==> src/sv/spj_pkg.sv <==
// ----------------------------------------------------------------------------
// spj_pkg
// Shared types, operation codes and constants of the proximity join.
// ----------------------------------------------------------------------------
package spj_pkg;

  localparam int ROW_FW = 7;

  localparam logic signed [31:0] DEG_FULL = 32'sd377487360;
  localparam logic signed [31:0] DEG_HALF = 32'sd188743680;
  localparam logic signed [31:0] DEG_QTR  = 32'sd94371840;
  localparam logic signed [33:0] CORDIC_GAIN = 34'sd652032874;
  localparam logic [45:0] KM_SCALE = 46'd111111;
  localparam logic [45:0] KM_ROUND = 46'd2048000;
  localparam logic [45:0] KM_DIV   = 46'd4096000;

  localparam logic [4:0] MUL_LAST = 5'd17;
  localparam logic [4:0] SQ_LAST  = 5'd31;

  localparam logic [4:0] OP_NOP       = 5'd0;
  localparam logic [4:0] OP_CLEAR     = 5'd1;
  localparam logic [4:0] OP_LOAD      = 5'd2;
  localparam logic [4:0] OP_READ      = 5'd3;
  localparam logic [4:0] OP_SC_INIT   = 5'd4;
  localparam logic [4:0] OP_SC_STEP   = 5'd5;
  localparam logic [4:0] OP_SC_STORE  = 5'd6;
  localparam logic [4:0] OP_MUL       = 5'd7;
  localparam logic [4:0] OP_SQ_INIT   = 5'd8;
  localparam logic [4:0] OP_SQ_STEP   = 5'd9;
  localparam logic [4:0] OP_VEC_INIT  = 5'd10;
  localparam logic [4:0] OP_VEC_STEP  = 5'd11;
  localparam logic [4:0] OP_FINISH    = 5'd12;
  localparam logic [4:0] OP_SET_PEND  = 5'd13;
  localparam logic [4:0] OP_PUSH_MID  = 5'd14;
  localparam logic [4:0] OP_PUSH_LAST = 5'd15;
  localparam logic [4:0] OP_PUSH_FULL = 5'd16;

  localparam logic [1:0] SEL_ROW_LAT = 2'd0;
  localparam logic [1:0] SEL_NEW_LAT = 2'd1;
  localparam logic [1:0] SEL_LON     = 2'd2;

  typedef struct packed {
    logic [4:0]        op;
    logic [1:0]        sel;
    logic [4:0]        iter;
    logic [ROW_FW-1:0] row;
    logic              pend_v;
  } spj_cmd_t;

  typedef struct packed {
    logic [ROW_FW-1:0] cnt;
    logic              pair_ok;
    logic              hit;
    logic              out_free;
  } spj_sts_t;

  typedef struct packed {
    logic [7:0]         src;
    logic signed [31:0] day;
    logic signed [23:0] lat;
    logic signed [24:0] lon;
  } spj_row_t;

  function automatic logic signed [31:0] atan_deg(input logic [4:0] i);
    logic signed [31:0] v;
    unique case (i)
      5'd0:  v = 32'sd47185920;
      5'd1:  v = 32'sd27855475;
      5'd2:  v = 32'sd14718068;
      5'd3:  v = 32'sd7471121;
      5'd4:  v = 32'sd3750058;
      5'd5:  v = 32'sd1876857;
      5'd6:  v = 32'sd938658;
      5'd7:  v = 32'sd469357;
      5'd8:  v = 32'sd234682;
      5'd9:  v = 32'sd117342;
      5'd10: v = 32'sd58671;
      5'd11: v = 32'sd29335;
      5'd12: v = 32'sd14668;
      5'd13: v = 32'sd7334;
      5'd14: v = 32'sd3667;
      5'd15: v = 32'sd1833;
      5'd16: v = 32'sd917;
      5'd17: v = 32'sd458;
      5'd18: v = 32'sd229;
      5'd19: v = 32'sd115;
      5'd20: v = 32'sd57;
      5'd21: v = 32'sd29;
      5'd22: v = 32'sd14;
      5'd23: v = 32'sd7;
      5'd24: v = 32'sd4;
      5'd25: v = 32'sd2;
      5'd26: v = 32'sd1;
      default: v = 32'sd0;
    endcase
    return v;
  endfunction

endpackage

==> src/sv/spj_ctrl.sv <==
// ----------------------------------------------------------------------------
// spj_ctrl
// Sequencer of the proximity join: walks the stored rows and steps the datapath.
// ----------------------------------------------------------------------------
module spj_ctrl #(
  parameter int MAX_ROWS     = 64,
  parameter int CORDIC_STEPS = 24
) (
  input  logic              clk,
  input  logic              rst_n,
  input  logic              in_tvalid,
  output logic              in_tready,
  input  logic              in_clear,
  input  spj_pkg::spj_sts_t sts,
  output spj_pkg::spj_cmd_t cmd
);
  import spj_pkg::*;

  localparam logic [3:0] S_IDLE = 4'd0;
  localparam logic [3:0] S_LOOP = 4'd1;
  localparam logic [3:0] S_CHK  = 4'd2;
  localparam logic [3:0] S_SCI  = 4'd3;
  localparam logic [3:0] S_SCIT = 4'd4;
  localparam logic [3:0] S_SCST = 4'd5;
  localparam logic [3:0] S_MUL  = 4'd6;
  localparam logic [3:0] S_SQI  = 4'd7;
  localparam logic [3:0] S_SQ   = 4'd8;
  localparam logic [3:0] S_VI   = 4'd9;
  localparam logic [3:0] S_VIT  = 4'd10;
  localparam logic [3:0] S_FIN  = 4'd11;
  localparam logic [3:0] S_CMP  = 4'd12;
  localparam logic [3:0] S_HOLD = 4'd13;
  localparam logic [3:0] S_DONE = 4'd14;
  localparam logic [3:0] S_FULL = 4'd15;

  localparam logic [4:0] STEP_LAST = 5'(CORDIC_STEPS - 1);
  localparam logic [ROW_FW-1:0] ROWS_MAX = ROW_FW'(MAX_ROWS);

  logic [3:0]        state_r, state_nxt;
  logic [ROW_FW-1:0] row_r, row_nxt;
  logic [4:0]        iter_r, iter_nxt;
  logic [1:0]        sel_r, sel_nxt;
  logic              pend_v_r, pend_v_nxt;

  always_comb begin
    state_nxt  = state_r;
    row_nxt    = row_r;
    iter_nxt   = iter_r;
    sel_nxt    = sel_r;
    pend_v_nxt = pend_v_r;
    in_tready  = 1'b0;
    cmd.op     = OP_NOP;
    cmd.sel    = sel_r;
    cmd.iter   = iter_r;
    cmd.row    = row_r;
    cmd.pend_v = pend_v_r;
    unique case (state_r)
      S_IDLE: begin
        in_tready = 1'b1;
        if (in_tvalid) begin
          if (in_clear) begin
            cmd.op = OP_CLEAR;
          end else if (sts.cnt == ROWS_MAX) begin
            state_nxt = S_FULL;
          end else begin
            cmd.op     = OP_LOAD;
            row_nxt    = '0;
            pend_v_nxt = 1'b0;
            state_nxt  = S_LOOP;
          end
        end
      end
      S_LOOP: begin
        if (row_r == sts.cnt) begin
          state_nxt = S_DONE;
        end else begin
          cmd.op    = OP_READ;
          state_nxt = S_CHK;
        end
      end
      S_CHK: begin
        if (sts.pair_ok) begin
          sel_nxt   = SEL_ROW_LAT;
          state_nxt = S_SCI;
        end else begin
          row_nxt   = row_r + 1'b1;
          state_nxt = S_LOOP;
        end
      end
      S_SCI: begin
        cmd.op    = OP_SC_INIT;
        iter_nxt  = '0;
        state_nxt = S_SCIT;
      end
      S_SCIT: begin
        cmd.op = OP_SC_STEP;
        iter_nxt = iter_r + 1'b1;
        if (iter_r == STEP_LAST) begin
          state_nxt = S_SCST;
        end
      end
      S_SCST: begin
        cmd.op = OP_SC_STORE;
        if (sel_r == SEL_LON) begin
          iter_nxt  = '0;
          state_nxt = S_MUL;
        end else begin
          sel_nxt   = sel_r + 1'b1;
          state_nxt = S_SCI;
        end
      end
      S_MUL: begin
        cmd.op   = OP_MUL;
        iter_nxt = iter_r + 1'b1;
        if (iter_r == MUL_LAST) begin
          state_nxt = S_SQI;
        end
      end
      S_SQI: begin
        cmd.op    = OP_SQ_INIT;
        iter_nxt  = '0;
        state_nxt = S_SQ;
      end
      S_SQ: begin
        cmd.op   = OP_SQ_STEP;
        iter_nxt = iter_r + 1'b1;
        if (iter_r == SQ_LAST) begin
          state_nxt = S_VI;
        end
      end
      S_VI: begin
        cmd.op    = OP_VEC_INIT;
        iter_nxt  = '0;
        state_nxt = S_VIT;
      end
      S_VIT: begin
        cmd.op   = OP_VEC_STEP;
        iter_nxt = iter_r + 1'b1;
        if (iter_r == STEP_LAST) begin
          state_nxt = S_FIN;
        end
      end
      S_FIN: begin
        cmd.op    = OP_FINISH;
        state_nxt = S_CMP;
      end
      S_CMP: begin
        if (sts.hit && pend_v_r) begin
          state_nxt = S_HOLD;
        end else begin
          if (sts.hit) begin
            cmd.op     = OP_SET_PEND;
            pend_v_nxt = 1'b1;
          end
          row_nxt   = row_r + 1'b1;
          state_nxt = S_LOOP;
        end
      end
      S_HOLD: begin
        if (sts.out_free) begin
          cmd.op    = OP_PUSH_MID;
          row_nxt   = row_r + 1'b1;
          state_nxt = S_LOOP;
        end
      end
      S_DONE: begin
        if (sts.out_free) begin
          cmd.op    = OP_PUSH_LAST;
          state_nxt = S_IDLE;
        end
      end
      S_FULL: begin
        if (sts.out_free) begin
          cmd.op    = OP_PUSH_FULL;
          state_nxt = S_IDLE;
        end
      end
      default: state_nxt = S_IDLE;
    endcase
  end

  always_ff @(posedge clk) begin
    if (!rst_n) begin
      state_r  <= S_IDLE;
      row_r    <= '0;
      iter_r   <= '0;
      sel_r    <= '0;
      pend_v_r <= 1'b0;
    end else begin
      state_r  <= state_nxt;
      row_r    <= row_nxt;
      iter_r   <= iter_nxt;
      sel_r    <= sel_nxt;
      pend_v_r <= pend_v_nxt;
    end
  end

`ifndef SYNTHESIS
  a_row_bound: assert property (@(posedge clk) disable iff (!rst_n)
    row_r <= ROWS_MAX) else $error("row walk ran past the store");
  a_busy_not_ready: assert property (@(posedge clk) disable iff (!rst_n)
    state_r != S_IDLE |-> !in_tready) else $error("item taken while busy");
  a_hold_has_pend: assert property (@(posedge clk) disable iff (!rst_n)
    state_r == S_HOLD |-> pend_v_r) else $error("hold without pending pair");
`endif

endmodule

==> config.mk <==
export PLATFORM = sky130hd
export DESIGN_NAME = spj_ctrl
export DESIGN_NICKNAME = d
export VERILOG_FILES = /design/src/sv/spj_pkg.sv /design/src/sv/spj_ctrl.sv
export SDC_FILE = /design/constraint.sdc
export NUM_CORES = 1
export LEC_CHECK = 0
export ABC_AREA = 1
export BUFFER_PORTS_ARGS = -buffer_cell sky130_fd_sc_hd__buf_2
export CORE_MARGIN = 2
export CORE_UTILIZATION = 58
export DETAILED_ROUTE_END_ITERATION = 12
export PLACE_DENSITY = 0.95
export SYNTH_ARGS = -nofsm -noshare
export SYNTH_HDL_FRONTEND = slang
export SYNTH_SLANG_ARGS = --single-unit
export TNS_END_PERCENT = 5
==> constraint.sdc <==
create_clock -name clk -period 2.9 [get_ports clk]
set_input_delay 0.58 -clock clk [delete_from_list [all_inputs] [get_ports clk]]
set_output_delay 0.58 -clock clk [all_outputs]
set_load 0.02 [all_outputs]
==> results.toml <==
[pwr]
p_int_uw = 789
power_switching_uw = 1030
p_per_area_mw_per_mm2 = 1030
p_seq_frac = 0.236
combPwrFrac = 0.689
clkPwrFrac = 0.076
p_leak_uw = 0.000853
ir_worst_vdd_mv = 0.761
swShare = 0.566

[route]
routedWlPerCell_um = 12.1
via_per_inst = 5.34
ant_nets = 0
dr.pass1.iters = 5
first_iter_violations = 89
num_vias = 1676
drt_wl_total_um = 3800
drcViolationCount = 0

[layout]
area_delta_synth_final_pct = 13.4
nNetsFinal = 304
fillers = 230
antenna_cells = 0
register_area_um2 = 380
final_layout_size_suffix_gt1_frac = 0.236
utilization = 0.705
multiInputGateArea_mm2 = 0.00104

[setup_path]
crit_path_end_kind = "output pin"
path_class = "flip-flop to output pin"
cp_cell_sequence = "inv_2 -> nand2_1 -> nand2_1 -> nand3_1 -> o21ai_0 -> or2_2 -> buf_2"
cp_slowest_stage_delay_ns = 0.47
cp-start-kind = "flip-flop"
r2r_start = "iter_r[0]"
cp_slowest_cell = "dfxtp_1"
r2r_cells = 9
worstReg2RegEnd = "state_r[3]"
crit_top_cell = "nand2_1"
worstPathRequired_ns = 2.32
reg2reg_setup_slack_ns = 1.09
arrival_ns = 1.80
cp_max_fo = 7

[clocking]
root_buffer = "clkbuf_4"
cts_max_level = 1
clk_latency_ns = 0.30
clkTransAtPathRegs_ns = 0.11
clock_path_buffers = 2
numCtsBuffers = 3
cts_hold_buf = 0
cts.sinks = 19
post_cts_buffers = 0
ctsResizeCount = 0
cts_tree = "done"

[job]
maxCapViolCount = 0

[floorplan]
design.core.area_mm2 = 0.00250
dieArea_mm2 = 0.00311
dieWidth_um = 55.8
ios = 35
die_h_um = 55.8
initial_core_util = 0.622
rows = 18

[sta]
drv_slew = 0
maxSlewHeadroom = 0.730
period_share = 0.820
finalClockSkew_ns = 0.00300
hold_violations = 0
finalSetupViolCount = 0
fmax_mhz = 420
setup_tns_ns = 0
tightestPinTransition_ns = 0.404
post-route-min-period_ns = 2.38
rsz0062_at_grt = "false"

[worst_hold_path]
hp-class = "flip-flop to flip-flop"
min_to = "iter_r[1]"
hold_start = "iter_r[1]"
min_path_cells = 2

[place]
io_buffers = 34
gp_congestion = 0.998
dp_hpwl_um = 2980

[logic_synthesis]
ys_seq_area_frac = 0.245
synthDistinctLibCells = 31
syn_nets = 270
ys.warnings.count = 0
post_synth_inst_count = 251
syn_avg_cell_area_um2 = 6.19
netlist_area_mm2 = 0.00155
synth-seq-cells = 19

[global_route]
overflow = 0
antenna_found_initial = 0
grt_pass1_vias = 1523
grt_max_degree = 15
grt_pass1_wl_um = 6370
grt_use_total = 0.249

[outcome]
outcome = "finished clean"
metrics by stage:
step	std cells	hold slack [ns]	worst slack (ns)	power [uW]	cell area, um2
2_1_floorplan	251	0.481	0.954	1390	1550
3_3_place_gp	310	0.497	0.856	1640	1740
3_5_place_dp	310	0.510	0.852	1660	1740
4_1_cts	314	0.531	0.543	1800	1760
5_1_grt	314	0.545	0.371	1970	1760
6_report	314	0.528	0.521	1820	1760
area by class of cell:
class                           count  area share
Clock inverter                      1     0.00284
Multi-Input combinational cell    199       0.588
Inverter                           28      0.0632
Clock buffer                        3      0.0128
Timing Repair Buffer               34      0.0965
Tap cell                           30      0.0213
Sequential cell                    19       0.216
cells in the final DEF (no fill, tap or decap):
master / netlist / routed
o22ai_1: 1 / 1
nand3_1: 26 / 26
inv_2: 4 / 4
nor3_1: 4 / 4
a211oi_1: 1 / 1
inv_1: 21 / 21
clkbuf_4: 0 / 3
nand3_4: 1 / 1
buf_2: 0 / 34
clkinv_2: 1 / 2
inv_4: 2 / 2
o2111ai_1: 1 / 1
ha_1: 5 / 5
a21boi_2: 1 / 1
or2_2: 5 / 5
a32oi_1: 1 / 1
o21ai_0: 5 / 5
nand2_2: 6 / 6
nand4_1: 5 / 5
nand2_1: 65 / 65
dfxtp_1: 19 / 19
a31oi_1: 1 / 1
nor2_2: 3 / 3
nand3_2: 1 / 1
nor2_1: 35 / 35
nor2_4: 2 / 2
nand2_4: 3 / 3
a21oi_1: 17 / 17
nand3b_1: 1 / 1
xnor2_1: 7 / 7
xor2_1: 2 / 2
flip-flops by register name, summed over array words and instances, names as in the netlist:
name      cells
iter_r        5
state_r       4
sel_r         2
pend_v_r      1
row_r         7
per-layer routing:
| layer | routed length [um] | up-vias | global-route usage |
|---|---|---|---|
| met2 | 1690 | 76 | 0.393 |
| met4 | 37 | 0 | 0.105 |
| li1 | - | 878 | - |
| met5 | 0 | - | 0 |
| met1 | 1720 | 718 | 0.341 |
| met3 | 352 | 4 | 0.0326 |
cell usage after synthesis (all sizes together):
cell type | n | area [um2]
nor3 | 4 | 20.0
or2 | 5 | 31.3
o21ai | 5 | 25.0
ha | 5 | 62.6
xnor2 | 7 | 61.3
clkinv | 1 | 5.00
nor2 | 40 | 173
a211oi | 1 | 7.51
a32oi | 1 | 8.76
o22ai | 1 | 6.26
a21boi | 1 | 11.3
dfxtp | 19 | 380
a21oi | 17 | 85.1
nand4 | 5 | 31.3
a31oi | 1 | 6.26
nand3 | 28 | 158
o2111ai | 1 | 8.76
nand2 | 74 | 315
buf | 2 | 15.0
nand3b | 1 | 7.51
xor2 | 2 | 17.5
clkbuf | 3 | 11.3
inv | 27 | 106
critical path: cells and delay by family (launching register included):
kind	cells	cell delay (ns)
AOI/OAI and AO/OA	1	0.11
DFF	1	0.47
and+or+nand+nor	4	0.64
buffers and inverters	2	0.28
worst max path at each step:
| stage | end | slack, ns | cells after the start | start |
|---|---|---|---|---|
| final | cmd[18] | 0.52 | 7 | state_r[1] |
| after detailed placement | cmd[16] | 0.85 | 8 | sts[3] |
| after global routing | cmd[15] | 0.37 | 7 | state_r[2] |
| after global placement | cmd[15] | 0.86 | 8 | sts[4] |
| after floorplan | cmd[15] | 0.95 | 7 | row_r[2] |
| after CTS | cmd[18] | 0.54 | 7 | state_r[1] |
cells by family (layout without fill, tap and decap cells):
kind of cell,Yosys count,count (layout),synth area share
xor gates and xnor gates,9,9,0.0507
adders and majority gates,5,5,0.0403
AOI/OAI and AO/OA,28,28,0.102
DFF,19,19,0.245
and+or+nand+nor,157,157,0.473
buffers and inverters,33,66,0.0886
power by group through the flow:
stage                     clock [uW]  sequential [uW]  combinational, uW
after floorplan                    0              433                954
after global placement             0              427               1220
after detailed placement           0              430               1230
after CTS                        141              424               1240
after global routing             150              441               1380
final                            138              428               1250
(Power assumes the default switching activity.)
